**src/hw/rtl/gpd_pkg.sv**
```systemverilog
package gpd_pkg;

    localparam int SAMPLE_BITS         = 16;
    localparam int EXTRA_FRACTION_BITS = 8;

    localparam int IN_FRAC_BITS    = 6;
    localparam int GAIN_FRAC_BITS  = 8;
    localparam int SCALE_FRAC_BITS = 8;
    localparam int ALPHA_FRAC_BITS = 8;

    localparam int WEIGHT_W = 9;
    localparam int DEAD_W   = 15;
    localparam int GAIN_W   = 16;
    localparam int DELTA_W  = 8;

    localparam int STATE_W     = SAMPLE_BITS + EXTRA_FRACTION_BITS;
    localparam int TOTAL_SHIFT = IN_FRAC_BITS + EXTRA_FRACTION_BITS + GAIN_FRAC_BITS
                                 + SCALE_FRAC_BITS;
    localparam int CMP_W       = STATE_W + DEAD_W;

    // The accumulator holds the widest of the three products the shared multiplier forms.
    localparam int ACC_W = (STATE_W + GAIN_W + 1 > TOTAL_SHIFT + DELTA_W + 1) ?
                           STATE_W + GAIN_W + 1 : TOTAL_SHIFT + DELTA_W + 1;

    localparam int MPL_W = GAIN_W;
    localparam int CNT_W = $clog2(MPL_W + 1);

    localparam logic [CNT_W-1:0]    EMA_STEPS   = CNT_W'(WEIGHT_W);
    localparam logic [CNT_W-1:0]    GAIN_STEPS  = CNT_W'(GAIN_W);
    localparam logic [CNT_W-1:0]    SCALE_STEPS = CNT_W'(7);
    localparam logic [MPL_W-1:0]    SCALE_NUM   = MPL_W'(115);
    localparam logic [WEIGHT_W-1:0] ALPHA_MAX   = WEIGHT_W'(256);
    localparam logic [DELTA_W-1:0]  DELTA_LIMIT = DELTA_W'(127);

    localparam logic [WEIGHT_W-1:0] SMOOTHING_RESET = WEIGHT_W'(51);
    localparam logic [DEAD_W-1:0]   DEAD_BAND_RESET = DEAD_W'(32);
    localparam logic [GAIN_W-1:0]   GAIN_RESET      = GAIN_W'(256);

    typedef enum logic [1:0] {
        REG_SMOOTHING = 2'd0,
        REG_DEAD_BAND = 2'd1,
        REG_GAIN      = 2'd2,
        REG_MOTION    = 2'd3
    } reg_index_t;

    typedef struct packed {
        logic                          sample_valid;
        logic signed [SAMPLE_BITS-1:0] rate_y;
        logic signed [SAMPLE_BITS-1:0] rate_z;
    } in_beat_t;

    typedef struct packed {
        logic signed [DELTA_W-1:0] delta_x;
        logic signed [DELTA_W-1:0] delta_y;
    } out_beat_t;

    typedef struct packed {
        logic [WEIGHT_W-1:0] smoothing_weight;
        logic [DEAD_W-1:0]   dead_band;
        logic [GAIN_W-1:0]   gain;
        logic                motion_enable;
    } cfg_t;

    typedef struct packed {
        logic                    start;
        logic signed [ACC_W-1:0] mcand;
        logic [MPL_W-1:0]        mplier;
        logic [CNT_W-1:0]        count;
    } mul_req_t;

    typedef struct packed {
        logic             done;
        logic [ACC_W-1:0] product;
    } mul_rsp_t;

    typedef struct packed {
        logic idle;
        logic res_valid;
    } seq_status_t;

endpackage

```
**src/hw/rtl/gpd_serial_mul.sv**
```systemverilog
module gpd_serial_mul (
    input  logic              aclk,
    input  logic              aresetn,
    input  gpd_pkg::mul_req_t req,
    output gpd_pkg::mul_rsp_t rsp
);
    import gpd_pkg::*;

    logic                    busy_reg, busy_next;
    logic                    done_reg, done_next;
    logic signed [ACC_W-1:0] acc_reg, acc_next;
    logic signed [ACC_W-1:0] mcand_reg, mcand_next;
    logic [MPL_W-1:0]        mplier_reg, mplier_next;
    logic [CNT_W-1:0]        cnt_reg, cnt_next;

    always_comb begin
        busy_next   = busy_reg;
        done_next   = 1'b0;
        acc_next    = acc_reg;
        mcand_next  = mcand_reg;
        mplier_next = mplier_reg;
        cnt_next    = cnt_reg;
        if (req.start) begin
            busy_next   = 1'b1;
            acc_next    = '0;
            mcand_next  = req.mcand;
            mplier_next = req.mplier;
            cnt_next    = req.count;
        end else if (busy_reg) begin
            if (mplier_reg[0]) begin
                acc_next = acc_reg + mcand_reg;
            end
            mcand_next  = mcand_reg <<< 1;
            mplier_next = mplier_reg >> 1;
            cnt_next    = cnt_reg - CNT_W'(1);
            if (cnt_reg == CNT_W'(1)) begin
                busy_next = 1'b0;
                done_next = 1'b1;
            end
        end
    end

    always_ff @(posedge aclk) begin
        if (!aresetn) begin
            busy_reg <= 1'b0;
            done_reg <= 1'b0;
        end else begin
            busy_reg <= busy_next;
            done_reg <= done_next;
        end
        acc_reg    <= acc_next;
        mcand_reg  <= mcand_next;
        mplier_reg <= mplier_next;
        cnt_reg    <= cnt_next;
    end

    assign rsp.done    = done_reg;
    assign rsp.product = acc_reg;

    // A new product must never be requested while one is still being formed.
    a_no_restart: assert property (@(posedge aclk) disable iff (!aresetn)
        req.start |-> !busy_reg)
        else $error("multiplier started while busy");

    a_done_after_busy: assert property (@(posedge aclk) disable iff (!aresetn)
        done_reg |-> ($past(busy_reg) && !busy_reg))
        else $error("multiplier finished without having run");

endmodule

```
**src/hw/rtl/gpd_seq.sv**
```systemverilog
module gpd_seq (
    input  logic                 aclk,
    input  logic                 aresetn,
    input  gpd_pkg::cfg_t        cfg,
    input  logic                 start,
    input  gpd_pkg::in_beat_t    sample,
    input  logic                 res_take,
    output gpd_pkg::seq_status_t status,
    output gpd_pkg::out_beat_t   res,
    output gpd_pkg::mul_req_t    mul_req,
    input  gpd_pkg::mul_rsp_t    mul_rsp
);
    import gpd_pkg::*;

    typedef enum logic [6:0] {
        ST_IDLE  = 7'b0000001,
        ST_EMA_Y = 7'b0000010,
        ST_EMA_Z = 7'b0000100,
        ST_PREP  = 7'b0001000,
        ST_GAIN  = 7'b0010000,
        ST_SCALE = 7'b0100000,
        ST_HOLD  = 7'b1000000
    } state_t;

    state_t state_reg, state_next;

    logic signed [STATE_W-1:0]     fy_reg, fy_next;
    logic signed [STATE_W-1:0]     fz_reg, fz_next;
    logic signed [SAMPLE_BITS-1:0] rate_z_reg, rate_z_next;
    logic                          axis_z_reg, axis_z_next;
    logic                          zero_reg, zero_next;
    logic                          neg_reg, neg_next;
    logic                          sat_reg, sat_next;
    logic signed [DELTA_W-1:0]     dx_reg, dx_next;
    logic signed [DELTA_W-1:0]     dy_reg, dy_next;

    logic [MPL_W-1:0]          alpha;
    logic signed [STATE_W-1:0] f_sel;
    logic [STATE_W-1:0]        mag;
    logic [DELTA_W-1:0]        r_raw;
    logic [DELTA_W-1:0]        r_mag;
    logic signed [DELTA_W-1:0] delta;
    logic signed [STATE_W-1:0] step;

    function automatic logic signed [ACC_W-1:0] ema_diff(
        input logic signed [SAMPLE_BITS-1:0] x,
        input logic signed [STATE_W-1:0]     f
    );
        logic signed [STATE_W-1:0] xe;
        xe = STATE_W'(x) <<< EXTRA_FRACTION_BITS;
        return ACC_W'(xe) - ACC_W'(f);
    endfunction

    always_comb begin
        alpha = (cfg.smoothing_weight > ALPHA_MAX) ? MPL_W'(ALPHA_MAX)
                                                   : MPL_W'(cfg.smoothing_weight);
        f_sel = axis_z_reg ? fz_reg : fy_reg;
        mag   = f_sel[STATE_W-1] ? STATE_W'(-f_sel) : STATE_W'(f_sel);
        step  = STATE_W'($signed(mul_rsp.product) >>> ALPHA_FRAC_BITS);
        r_raw = mul_rsp.product[TOTAL_SHIFT +: DELTA_W];
        if (zero_reg) begin
            r_mag = '0;
        end else if (sat_reg || r_raw > DELTA_LIMIT) begin
            r_mag = DELTA_LIMIT;
        end else begin
            r_mag = r_raw;
        end
        delta = neg_reg ? $signed(r_mag) : -$signed(r_mag);
    end

    always_comb begin
        state_next  = state_reg;
        fy_next     = fy_reg;
        fz_next     = fz_reg;
        rate_z_next = rate_z_reg;
        axis_z_next = axis_z_reg;
        zero_next   = zero_reg;
        neg_next    = neg_reg;
        sat_next    = sat_reg;
        dx_next     = dx_reg;
        dy_next     = dy_reg;
        mul_req     = '0;
        unique case (state_reg)
            ST_IDLE: begin
                if (start) begin
                    rate_z_next    = sample.rate_z;
                    mul_req.start  = 1'b1;
                    mul_req.mcand  = ema_diff(sample.rate_y, fy_reg);
                    mul_req.mplier = alpha;
                    mul_req.count  = EMA_STEPS;
                    state_next     = ST_EMA_Y;
                end
            end
            ST_EMA_Y: begin
                if (mul_rsp.done) begin
                    fy_next        = fy_reg + step;
                    mul_req.start  = 1'b1;
                    mul_req.mcand  = ema_diff(rate_z_reg, fz_reg);
                    mul_req.mplier = alpha;
                    mul_req.count  = EMA_STEPS;
                    state_next     = ST_EMA_Z;
                end
            end
            ST_EMA_Z: begin
                if (mul_rsp.done) begin
                    fz_next     = fz_reg + step;
                    axis_z_next = 1'b1;
                    state_next  = ST_PREP;
                end
            end
            ST_PREP: begin
                zero_next      = !cfg.motion_enable ||
                                 (CMP_W'(mag) <= (CMP_W'(cfg.dead_band) << EXTRA_FRACTION_BITS));
                neg_next       = f_sel[STATE_W-1];
                mul_req.start  = 1'b1;
                mul_req.mcand  = ACC_W'(mag);
                mul_req.mplier = cfg.gain;
                mul_req.count  = GAIN_STEPS;
                state_next     = ST_GAIN;
            end
            ST_GAIN: begin
                if (mul_rsp.done) begin
                    sat_next       = (mul_rsp.product >> (TOTAL_SHIFT + 1)) != '0;
                    mul_req.start  = 1'b1;
                    mul_req.mcand  = ACC_W'(mul_rsp.product[TOTAL_SHIFT:0]);
                    mul_req.mplier = SCALE_NUM;
                    mul_req.count  = SCALE_STEPS;
                    state_next     = ST_SCALE;
                end
            end
            ST_SCALE: begin
                if (mul_rsp.done) begin
                    if (axis_z_reg) begin
                        dx_next     = delta;
                        axis_z_next = 1'b0;
                        state_next  = ST_PREP;
                    end else begin
                        dy_next    = delta;
                        state_next = ST_HOLD;
                    end
                end
            end
            ST_HOLD: begin
                if (res_take) begin
                    state_next = ST_IDLE;
                end
            end
            default: begin
                state_next = ST_IDLE;
            end
        endcase
    end

    always_ff @(posedge aclk) begin
        if (!aresetn) begin
            state_reg  <= ST_IDLE;
            fy_reg     <= '0;
            fz_reg     <= '0;
            axis_z_reg <= 1'b0;
        end else begin
            state_reg  <= state_next;
            fy_reg     <= fy_next;
            fz_reg     <= fz_next;
            axis_z_reg <= axis_z_next;
        end
        rate_z_reg <= rate_z_next;
        zero_reg   <= zero_next;
        neg_reg    <= neg_next;
        sat_reg    <= sat_next;
        dx_reg     <= dx_next;
        dy_reg     <= dy_next;
    end

    assign status.idle      = (state_reg == ST_IDLE);
    assign status.res_valid = (state_reg == ST_HOLD);
    assign res.delta_x      = dx_reg;
    assign res.delta_y      = dy_reg;

    // A finished result waits, unchanged, until the output register takes it.
    a_hold_result: assert property (@(posedge aclk) disable iff (!aresetn)
        (state_reg == ST_HOLD && !res_take) |=> (state_reg == ST_HOLD && $stable(dx_reg)
                                                 && $stable(dy_reg)))
        else $error("result lost before it was taken");

    a_start_when_idle: assert property (@(posedge aclk) disable iff (!aresetn)
        mul_req.start |-> (state_reg != ST_HOLD && state_reg != ST_SCALE))
        else $error("multiplier started in a state that does not use it");

endmodule

```
**src/hw/rtl/gyro_pointer_delta.sv**
```systemverilog
// Gyro pointer delta: turns gyro Y and Z rate samples into pointer movement counts.
// Input beats arrive on the s_ channel (valid/ready); a beat with sample_valid low is
// taken and dropped without touching the filter state. Every other beat updates both
// smoothing filters and yields one result beat of delta_x and delta_y on the m_ channel.
// Settings are written through the cfg_ port, one register per cycle. The user must
// write them only while the block is idle, which the block itself does not enforce;
// written so, they take effect for the next sample. All arithmetic runs through one
// shared shift-and-add multiplier that retires one multiplier bit per cycle: two
// filter updates of nine steps and, per axis, a gain product of sixteen steps and a
// scale product of seven. s_ready is high exactly when the sequencer is idle, so a
// sample is taken only after the last result has been handed to the output register.
// The result sits in an output register, so a stalled receiver holds back the next
// result only; the block takes the following sample meanwhile and waits with its
// finished result until the output register is free.
// Reset clears the filters, loads the default settings and empties the output register.
module gyro_pointer_delta (
    input  logic                aclk,
    input  logic                aresetn,
    input  logic                s_valid,
    output logic                s_ready,
    input  gpd_pkg::in_beat_t   s_data,
    output logic                m_valid,
    input  logic                m_ready,
    output gpd_pkg::out_beat_t  m_data,
    input  logic                cfg_wr_en,
    input  logic [1:0]          cfg_index,
    input  logic [15:0]         cfg_wdata
);
    import gpd_pkg::*;

    cfg_t        cfg_reg, cfg_next;
    logic        m_valid_reg, m_valid_next;
    out_beat_t   m_data_reg, m_data_next;
    logic        start;
    logic        res_take;
    seq_status_t seq_status;
    out_beat_t   seq_res;
    mul_req_t    mul_req;
    mul_rsp_t    mul_rsp;

    always_comb begin
        cfg_next = cfg_reg;
        if (cfg_wr_en) begin
            unique case (reg_index_t'(cfg_index))
                REG_SMOOTHING: cfg_next.smoothing_weight = cfg_wdata[WEIGHT_W-1:0];
                REG_DEAD_BAND: cfg_next.dead_band        = cfg_wdata[DEAD_W-1:0];
                REG_GAIN:      cfg_next.gain             = cfg_wdata[GAIN_W-1:0];
                REG_MOTION:    cfg_next.motion_enable    = cfg_wdata[0];
                default:       cfg_next = cfg_reg;
            endcase
        end
    end

    assign s_ready  = seq_status.idle;
    assign start    = s_valid && s_ready && s_data.sample_valid;
    assign res_take = seq_status.res_valid && (!m_valid_reg || m_ready);

    always_comb begin
        m_valid_next = m_valid_reg;
        m_data_next  = m_data_reg;
        if (res_take) begin
            m_valid_next = 1'b1;
            m_data_next  = seq_res;
        end else if (m_ready) begin
            m_valid_next = 1'b0;
        end
    end

    always_ff @(posedge aclk) begin
        if (!aresetn) begin
            cfg_reg.smoothing_weight <= SMOOTHING_RESET;
            cfg_reg.dead_band        <= DEAD_BAND_RESET;
            cfg_reg.gain             <= GAIN_RESET;
            cfg_reg.motion_enable    <= 1'b1;
            m_valid_reg              <= 1'b0;
        end else begin
            cfg_reg     <= cfg_next;
            m_valid_reg <= m_valid_next;
        end
        m_data_reg <= m_data_next;
    end

    assign m_valid = m_valid_reg;
    assign m_data  = m_data_reg;

    gpd_seq u_seq (
        .aclk     (aclk),
        .aresetn  (aresetn),
        .cfg      (cfg_reg),
        .start    (start),
        .sample   (s_data),
        .res_take (res_take),
        .status   (seq_status),
        .res      (seq_res),
        .mul_req  (mul_req),
        .mul_rsp  (mul_rsp)
    );

    gpd_serial_mul u_mul (
        .aclk    (aclk),
        .aresetn (aresetn),
        .req     (mul_req),
        .rsp     (mul_rsp)
    );

    // A result handed over by the sequencer appears as an output beat in the next cycle.
    a_result_lands: assert property (@(posedge aclk) disable iff (!aresetn)
        res_take |=> (m_valid_reg && m_data_reg == $past(seq_res)))
        else $error("result not loaded into the output register");

endmodule
```
**config.mk**
```make
export PLATFORM = sky130hd
export DESIGN_NAME = gyro_pointer_delta
export DESIGN_NICKNAME = d
export VERILOG_FILES = /design/src/hw/rtl/gpd_pkg.sv /design/src/hw/rtl/gpd_serial_mul.sv /design/src/hw/rtl/gpd_seq.sv /design/src/hw/rtl/gyro_pointer_delta.sv
export SDC_FILE = /design/constraint.sdc
export NUM_CORES = 1
export LEC_CHECK = 0
export BUFFER_PORTS_ARGS = -buffer_cell sky130_fd_sc_hd__buf_2
export CAP_MARGIN = 20
export CORE_MARGIN = 2
export CORE_UTILIZATION = 68
export CTS_CLUSTER_DIAMETER = 150
export DETAILED_ROUTE_END_ITERATION = 12
export PLACE_DENSITY = 0.87
export SLEW_MARGIN = 20
export SYNTH_ARGS = -nofsm -noshare
export SYNTH_HDL_FRONTEND = slang
export SYNTH_SLANG_ARGS = --single-unit
```
**constraint.sdc**
```tcl
create_clock -name aclk -period 11.25 [get_ports aclk]
set_input_delay 1.125 -clock aclk [delete_from_list [all_inputs] [get_ports aclk]]
set_output_delay 1.125 -clock aclk [all_outputs]
set_load 0.03 [all_outputs]
```
==> metrics.cfg, run 1 <==
[setup_path]
critical_path.startpoint_type = register
r2r_slack_ns = 6.60
endpoint_kind = register
worstPathRequired_ns = 11.64
critical_path_class = register to register
path_max_fanout = 45
worst_ep_arrival_time_ns = 5.04

[power]
pwr-share-clk_pct = 25.2
cell_internal_pwr_w = 0.00221
seq_power_share_pct = 37.6
p_sw_share_pct = 38.6
p_leak_nw = 7.82
power.density_mw_per_mm2 = 190
p_switching_w = 0.00138
ir_worst_vdd_v = 0.000179
power_frac_comb_pct = 37.1

[logic_synthesis]
yosys.area.top_type = edfxtp_1
synth_flop_cell = dfxtp_1
async_flop_share_pct = 0
synth_edf_count = 113
synth-seq-cells = 254
yosys_warnings = 0
synthCells = 2039
synthTopCellsByArea = edfxtp_1, dfxtp_1, ha_1
syn-num-nets = 2237
seq_area_frac_synth_pct = 35.7
synth.top_cell.area_share_pct = 19.5
yosysUniqueCellTypes = 88
syn-cell-area_mm2 = 0.0174
avgSynthCellArea_um2 = 8.54

[global_routing]
grt_pass1_wl_mm = 79.9
overflow = 0
grt_max_degree = 87
top_usage_layer = met2
track_usage_pct = 37.8
grt_util_met1_pct = 50.7
grt_pass1_vias = 15200
antenna_found_initial = 0
use_met3_pct = 7.63
gr-usage-met2_pct = 60.2

[timing]
finalSetupViolCount = 0
tns_ns = 0
skew_ns = 0.0194
timing.final.crit_share_pct = 41.3
worst_pin_slew_ns = 1.15
fmax_mhz = 215
holdWs_ns = 0.417
slew_violations = 0
finalHoldViolCount = 0
slew_headroom_pct = 22.0
rsz0062_at_grt = false
period_needed_ns = 4.65

[floorplan]
ios = 74
start_util_pct = 69.2
die_area_mm2 = 0.0269
core_area_mm2 = 0.0252
fp.dieH_um = 164
fp-row-count = 58
die_x_um = 164

[clocking]
postCtsResizedCells = 0
cts_root_buf = clkbuf_16
h-tree-depth = 1
cts.clk_slew.worst_paths_ns = 0.06
clockBufferDepth = 3
worstSkewPairLatency_ns = 0.57
clkSinkCount = 254
numCtsBuffers = 28
post-cts-setup-buffers = 0
cts_tree = yes
hold_buffers = 0

[placement]
portBuffers = 73
finalWeightedCongestion = 0.983
hpwl_mm = 37.4

[routing]
drtIter0Drc = 1808
drt-total-wl_mm = 50.9
num_vias = 15900
ant_nets = 0
drc = 0
avgRoutedWirePerCell_um = 21.0
first_pass_iters = 5
viasPerCell = 6.55

[final_layout]
layout_common_cells = nand2_1, a21oi_1, dfxtp_1
multi_input_comb_area_mm2 = 0.0105
drive_gt1_share_pct = 8.37
num-fill-cells = 1876
layout_commonest_cell = nand2_1
syn2layout_area_growth_pct = 8.25
diodes = 0
regArea_mm2 = 0.00622
nNetsFinal = 2266

[run_status]
status = finished, final reports clean

[hold_path]
min_path_type = register to register

[job]
max-cap-violations = 0

-- through the flow --
step	std cells	util (%)	worst slack (ns)	power, W	area, um^2
finish	2420	74.9	6.60	0.00359	18900
global route	2420	74.9	6.30	0.00379	18900
CTS	2419	74.8	6.71	0.00356	18800
detailed placement	2367	71.2	6.76	0.00265	17900
global placement	2367	71.2	6.92	0.00261	17900
floorplan	2039	-	7.44	0.00230	17400
-- final timing paths --
check	startpoint	end	cells after the start
worst max register to register	u_seq.axis_z_reg	u_seq.zero_reg	18
worst max-delay path	u_seq.axis_z_reg	u_seq.zero_reg	18
worst min register to register	u_seq.dx_reg[6]	m_data[14]	0
worst min-delay path	u_seq.dx_reg[6]	m_data[14]	0
-- critical path: stages, from the launching register on --
cell,delay [ns]
dfxtp_2,0.31
buf_4,0.48
mux2i_1,0.34
o21ai_0,0.22
or3b_1,0.48
nor4b_2,0.40
and2_1,0.26
a21oi_1,0.10
xnor2_1,0.28
ha_1,0.29
a21oi_1,0.15
nor2b_1,0.05
o21ai_0,0.15
nand2b_1,0.08
a221o_1,0.29
a21o_1,0.18
a21oi_1,0.13
a31oi_1,0.05
o21ai_0,0.21
-- cell type report --
type                    count  share of cell area [%]
multi-input cells        1614                    55.8
flip-flops and latches    254                    33.0
clock buffers              38                    4.19
repair buffers             89                    2.57
well taps                 330                    2.19
inverters                  81                    1.61
clock inverters            14                   0.677
-- metal layers --
layer,up-vias,wire (um)
met3,140,5290
met1,7455,20600
met5,-,0
li1,7423,-
met4,0,1990
met2,839,23000
-- cell families (layout without fill, tap and decap cells) --
kind of cell | Yosys count | count (layout) | share of synthesized area, %
buffers and inverters | 171 | 222 | 4.03
XOR/XNOR | 126 | 126 | 6.34
AO/OA/AOI/OAI | 608 | 608 | 22.8
flip-flops | 254 | 254 | 35.7
AND/OR/NAND/NOR | 706 | 706 | 19.0
multiplexers | 32 | 32 | 1.85
adder cells (fa/ha/maj) | 142 | 142 | 10.3
-- cell usage after synthesis, types with 30 or more instances --
library cell  count
a21boi_0         51
a21o_1           62
a21oi_1         162
and2_1           32
clkbuf_1         71
dfxtp_1         141
edfxtp_1        113
ha_1            139
inv_1            79
mux2i_1          30
nand2_1         319
nand3_1          50
nor2_1          118
nor3_1           40
o21ai_0         130
xnor2_1          66
xor2_1           60
-- power by group through the flow --
stage / Sequential (W) / Clock [W] / Combinational (W)
final: 0.00135 / 0.000905 / 0.00133
after global routing: 0.00136 / 0.000948 / 0.00148
after CTS: 0.00134 / 0.000911 / 0.00131
after detailed placement: 0.00136 / 0 / 0.00130
after global placement: 0.00135 / 0 / 0.00126
after floorplan: 0.00128 / 0 / 0.00102
Note: power is estimated with default switching activity, not from simulation.
==> run 2: changes to the inputs <==
--- a/config.mk
+++ b/config.mk
@@ -8,10 +8,10 @@
 export BUFFER_PORTS_ARGS = -buffer_cell sky130_fd_sc_hd__buf_2
 export CAP_MARGIN = 20
 export CORE_MARGIN = 2
-export CORE_UTILIZATION = 68
+export CORE_UTILIZATION = 57
 export CTS_CLUSTER_DIAMETER = 150
 export DETAILED_ROUTE_END_ITERATION = 12
-export PLACE_DENSITY = 0.87
+export PLACE_DENSITY = 0.78
 export SLEW_MARGIN = 20
 export SYNTH_ARGS = -nofsm -noshare
 export SYNTH_HDL_FRONTEND = slang
==> constraint.sdc (replaced) <==
create_clock -name aclk -period 3.9 [get_ports aclk]
set_input_delay 0.39 -clock aclk [delete_from_list [all_inputs] [get_ports aclk]]
set_output_delay 0.39 -clock aclk [all_outputs]
set_load 0.03 [all_outputs]
==> metrics.cfg, run 2 (same netlist as run 1, synthesis figures left out) <==
[global_routing]
top_usage_layer = met2
grt_util_met1_pct = 44.1
track_usage_pct = 32.8
use_met3_pct = 6.83
grt_pass1_vias = 15400
grt_max_degree = 60
overflow = 0
grt_pass1_wl_mm = 81.8
antenna_found_initial = 1
gr-usage-met2_pct = 51.3

[power]
p_leak_nw = 8.28
finalPower_w = 0.0110
power.density_mw_per_mm2 = 556
ir_worst_vdd_v = 0.000513

[timing]
setup_ws_ns = 0.190
fmax_mhz = 270
finalHoldViolCount = 0
finalSetupViolCount = 0
timing.final.crit_share_pct = 95.1
worst_pin_slew_ns = 1.10
slew_violations = 0
slew_headroom_pct = 26.9
skew_ns = 0.0148
period_needed_ns = 3.71

[setup_path]
crit_path_cell_trace = buf_8 -> mux2i_2 -> or3b_4 -> nor4b_4 -> and2_4 -> a21oi_1 -> xnor2_1 -> ha_1 -> a21oi_1 -> nor2b_1 -> o21ai_1 -> nand2b_1 -> a221o_1 -> a21o_1 -> a21oi_1 -> a31oi_1 -> o21ai_1
endpoint_kind = register
crit_slowest_cell = or3b_4
critical_path.startpoint_type = register
path_max_fanout = 9
cp_top_family = compound AO/OA/AOI/OAI gates
setup.worst_path.start = u_seq.axis_z_reg
worstPathRequired_ns = 4.32
critical_path_class = register to register
slowest_delay_ns = 0.43
critical_path.most_common_cell = a21oi_1
r2r_start = u_seq.axis_z_reg
worst_ep_arrival_time_ns = 4.13
worst-path-buf-inv = 1

[final_layout]
drive_gt1_share_pct = 11.6
nNetsFinal = 2337
syn2layout_area_growth_pct = 13.6
num-fill-cells = 2481
postLayoutCoreUtil_pct = 65.2
layout_common_cells = nand2_1, a21oi_1, dfxtp_1
layout_commonest_cell = nand2_1

[floorplan]
fp.dieH_um = 179
ios = 74
die_x_um = 179
start_util_pct = 57.4
die_area_mm2 = 0.0320
core_area_mm2 = 0.0303
fp-row-count = 64

[routing]
avgRoutedWirePerCell_um = 20.5
ant_nets = 0
drt-total-wl_mm = 52.5
num_vias = 15900
drc = 0
first_pass_iters = 7
viasPerCell = 6.21
drtIter0Drc = 1477

[placement]
portBuffers = 73
finalWeightedCongestion = 0.994
dpl_worst_slack_ns = 0.0179
hpwl_mm = 39.7

[clocking]
cts_tree = yes
cts.clk_slew.worst_paths_ns = 0.06
h-tree-depth = 1
worstSkewPairLatency_ns = 0.57
cts_root_buf = clkbuf_16
clockBufferDepth = 3
clkSinkCount = 254
numCtsBuffers = 30

[run_status]
status = finished, final reports clean

[job]
max-cap-violations = 0

[hold_path]
min_path_type = input port to register
holdCritStartpoint = s_data[11]

[run 2: cell types whose count changed in the layout (fill, tap and decap cells not counted), moves of 4 or more]
cell,before,now
clkbuf_1,6,2
o21ai_1,4,9
bufinv_16,1,5
clkinv_2,5,1
inv_6,0,5
dlygate4sd3_1,0,15
buf_4,16,65
o21ai_0,130,124
[run 2: metrics by stage]
stage / setup TNS [ns] / hold WS [ns] / area, um^2 / std cells
finish: 0 / 0.0132 / 19800 / 2560
global route: -0.000903 / 0.00216 / 19800 / 2559
CTS: 0 / 0.000772 / 19700 / 2557
detailed placement: 0 / 0.405 / 18400 / 2486
global placement: 0 / 0.401 / 18400 / 2486
floorplan: 0 / 0.400 / 17400 / 2039
[run 2: worst register-to-register path, cell delays in order, from the launching register on]
cell	delay, ns
dfxtp_4	0.37
buf_8	0.15
mux2i_2	0.25
or3b_4	0.43
nor4b_4	0.35
and2_4	0.21
a21oi_1	0.07
xnor2_1	0.24
ha_1	0.29
a21oi_1	0.16
nor2b_1	0.06
o21ai_1	0.12
nand2b_1	0.07
a221o_1	0.29
a21o_1	0.19
a21oi_1	0.15
a31oi_1	0.06
o21ai_1	0.12
[run 2: final timing paths]
check / to / slack [ns] / cells past startpoint
max: u_seq.zero_reg / 0.19 / 17
min: u_seq.rate_z_reg[11] / 0.01 / 1
max reg2reg: u_seq.zero_reg / 0.19 / 17
min reg2reg: m_data[3] / 0.42 / 0
[run 2: power breakdown]
group | switching, W | internal [W]
Clock | 0.00124 | 0.00187
Sequential | 0.000475 | 0.00336
Combinational | 0.00243 | 0.00162
[run 2: final cells by class]
type	instances	area, um^2	area share, %
Antenna cell	1	2.50	0.0127
Clock buffer	36	825	4.17
Clock inverter	20	280	1.42
Inverter	81	304	1.54
Multi-Input combinational cell	1614	10600	53.4
Sequential cell	254	6220	31.4
Tap cell	396	495	2.51
Timing Repair Buffer	158	1080	5.47
[run 2: per-layer routing]
metal | vias up | wire length, um
met5 | - | 13
met4 | 2 | 2270
met3 | 144 | 4810
met2 | 712 | 23200
met1 | 7476 | 22200
li1 | 7567 | -
[run 2: timing repair]
item,4_1_cts,5_1_grt
gates resized for setup,0,22
endpoints found under the setup margin,0,1
endpoints found under the hold margin,15,0
buffers inserted,0,1
hold buffers,15,0
==> run 3: changes to the inputs <==
--- a/config.mk
+++ b/config.mk
@@ -5,13 +5,14 @@
 export SDC_FILE = /design/constraint.sdc
 export NUM_CORES = 1
 export LEC_CHECK = 0
+export ABC_AREA = 1
 export BUFFER_PORTS_ARGS = -buffer_cell sky130_fd_sc_hd__buf_2
 export CAP_MARGIN = 20
 export CORE_MARGIN = 2
-export CORE_UTILIZATION = 57
+export CORE_UTILIZATION = 64
 export CTS_CLUSTER_DIAMETER = 150
 export DETAILED_ROUTE_END_ITERATION = 12
-export PLACE_DENSITY = 0.78
+export PLACE_DENSITY = 0.82
 export SLEW_MARGIN = 20
 export SYNTH_ARGS = -nofsm -noshare
 export SYNTH_HDL_FRONTEND = slang
==> constraint.sdc (replaced) <==
create_clock -name aclk -period 4.1 [get_ports aclk]
set_input_delay 0.41 -clock aclk [delete_from_list [all_inputs] [get_ports aclk]]
set_output_delay 0.41 -clock aclk [all_outputs]
set_load 0.03 [all_outputs]
==> metrics.cfg, run 3 <==
[routing]
drt-total-wl_mm = 73.5
avgRoutedWirePerCell_um = 21.2
num_vias = 21500
drtIter0Drc = 2889
first_pass_iters = 6
viasPerCell = 6.20
drc = 0
ant_nets = 0

[placement]
hpwl_mm = 56.2
portBuffers = 73
finalWeightedCongestion = 1.13

[clocking]
clkSinkCount = 254
h-tree-depth = 1
worstSkewPairLatency_ns = 0.58
post-cts-setup-buffers = 0
numCtsBuffers = 28
cts.clk_slew.worst_paths_ns = 0.07
cts_root_buf = clkbuf_16
clockBufferDepth = 3
cts_tree = yes

[logic_synthesis]
async_flop_share_pct = 0
synth_common_cells = nand2_1, inv_1, nor2_1
syn-num-nets = 3177
synth_flop_cell = dfxtp_1
yosys_warnings = 0
syn-cell-area_mm2 = 0.0198
yosysUniqueCellTypes = 60
synth.top_cell.area_share_pct = 17.1
seq_area_frac_synth_pct = 31.3
synthTopCellsByArea = edfxtp_1, nand2_1, dfxtp_1
avgSynthCellArea_um2 = 6.66
synth-seq-cells = 254
yosys.area.top_type = edfxtp_1
synthCells = 2979
yosysMostFrequentCell = nand2_1
synth_edf_count = 113

[timing]
holdWs_ns = 0.00794
skew_ns = 0.0256
rsz0062_at_grt = false
worst_pin_slew_ns = 1.12
finalSetupViolCount = 0
finalHoldViolCount = 0
slew_violations = 0
slew_headroom_pct = 25.4
period_needed_ns = 3.65
fmax_mhz = 274
tns_ns = 0
timing.final.crit_share_pct = 88.9

[setup_path]
crit_path_cell_trace = buf_4 -> inv_2 -> nand2_1 -> nand2_1 -> nor2_1 -> nand2_1 -> nor2_2 -> nand4_1 -> nand2_1 -> nand2_1 -> nand2_1 -> inv_1 -> ha_1 -> nand2_1 -> nor2_1 -> nand3_1 -> nand3b_1 -> nor2_1 -> nand3_1 -> nor2_1 -> nand2_1 -> nand2_1 -> nand2_1 -> nand2_1
critical_path.startpoint_type = register
worst_ep_arrival_time_ns = 4.09
cp_top_family = simple AND/OR/NAND/NOR gates
worstPathRequired_ns = 4.55
slowest_delay_ns = 0.74
critical_path.most_common_cell = nand2_1
crit_slowest_cell = dfxtp_2
worst-path-buf-inv = 3
path_max_fanout = 36
critical_path_class = register to register
endpoint_kind = register

[final_layout]
nNetsFinal = 3243
layout_commonest_cell = nand2_1
regArea_mm2 = 0.00622
layout_common_cells = nand2_1, inv_1, nor2_1
num-fill-cells = 2564
syn2layout_area_growth_pct = 8.81
multi_input_comb_area_mm2 = 0.0116
postLayoutCoreUtil_pct = 70.6
drive_gt1_share_pct = 6.94

[global_routing]
grt_pass1_wl_mm = 112
grt_pass1_vias = 19900
grt_max_degree = 60
overflow = 0
track_usage_pct = 44.1
antenna_found_initial = 2

[floorplan]
ios = 74
start_util_pct = 64.9
fp-row-count = 64
fp.dieH_um = 180
core_area_mm2 = 0.0306
die_x_um = 180
die_area_mm2 = 0.0324

[power]
ir_worst_vdd_v = 0.000453
power.density_mw_per_mm2 = 532
p_leak_nw = 10.4

[job]
max-cap-violations = 0

[hold_path]
min_path_type = input port to register

[run_status]
status = finished, final reports clean

[run 3: changes by cell type after synthesis, sizes merged, moves of 55 or more]
cell	previous run	this run
nand2	320	761
inv	79	443
nor2	118	349
nand3	51	232
a21oi	162	252
o21ai	136	196
a21o	62	7
[run 3: kinds of logic (layout without fill, tap and decap cells)]
logic type / Yosys count / in the layout / share of synthesized area (%)
and+or+nand+nor: 1469 / 1469 / 31.4
AOI/OAI and AO/OA: 547 / 547 / 15.4
buffers and inverters: 507 / 595 / 10.1
DFF: 254 / 254 / 31.3
adders and majority gates: 142 / 142 / 9.07
xor gates and xnor gates: 60 / 60 / 2.69
other: 0 / 3 / 0
[run 3: report_power, final]
part           leakage, nW  total (W)  switching [W]  internal (W)
Clock                0.490    0.00279        0.00117       0.00161
Sequential            2.20    0.00378       0.000534       0.00324
Combinational         7.72    0.00492        0.00331       0.00161
Total                 10.4     0.0115        0.00502       0.00647
[run 3: metal layers]
metal | wire length [um] | GRT usage (%) | share of wire [%]
met1 | 27900 | 58.1 | 38
met4 | 3580 | 18.8 | 4.9
met3 | 10700 | 12.7 | 14
met5 | 70 | 0 | 0.095
met2 | 31300 | 67.9 | 43
[run 3: metrics by stage]
step | instance area, um^2 | power [W] | setup WS [ns] | cells
after floorplan | 19800 | 0.00707 | 0.807 | 2979
after global placement | 20600 | 0.00826 | 0.635 | 3408
after detailed placement | 20600 | 0.00845 | 0.580 | 3408
after CTS | 21600 | 0.0113 | 0.551 | 3463
after global routing | 21600 | 0.0120 | 0.0940 | 3463
final | 21600 | 0.0115 | 0.454 | 3466
[run 3: final cells by class]
| class | count | area share [%] |
|---|---|---|
| multi-input combinational | 2218 | 53.8 |
| sequential | 254 | 28.8 |
| inverter | 445 | 7.75 |
| clock buffer | 33 | 3.58 |
| timing repair buffer | 98 | 2.65 |
| tap | 396 | 2.30 |
| clock inverter | 19 | 1.04 |
| antenna | 3 | 0.0348 |
[run 3: path summary, 6_finish.rpt]
kind,cells after the start,from,end,slack (ns)
worst max-delay path,24,u_seq.axis_z_reg,u_seq.zero_reg,0.45
worst min-delay path,1,s_data[5],u_seq.rate_z_reg[5],0.008
worst max register to register,24,u_seq.axis_z_reg,u_seq.zero_reg,0.45
worst min register to register,0,u_seq.dy_reg[2],m_data[2],0.42
[run 3: repair_timing]
action / 4_1_cts / 5_1_grt
hold buffers: 3 / 0
endpoints found under the hold margin: 3 / 0
gates resized for setup: 0 / 0
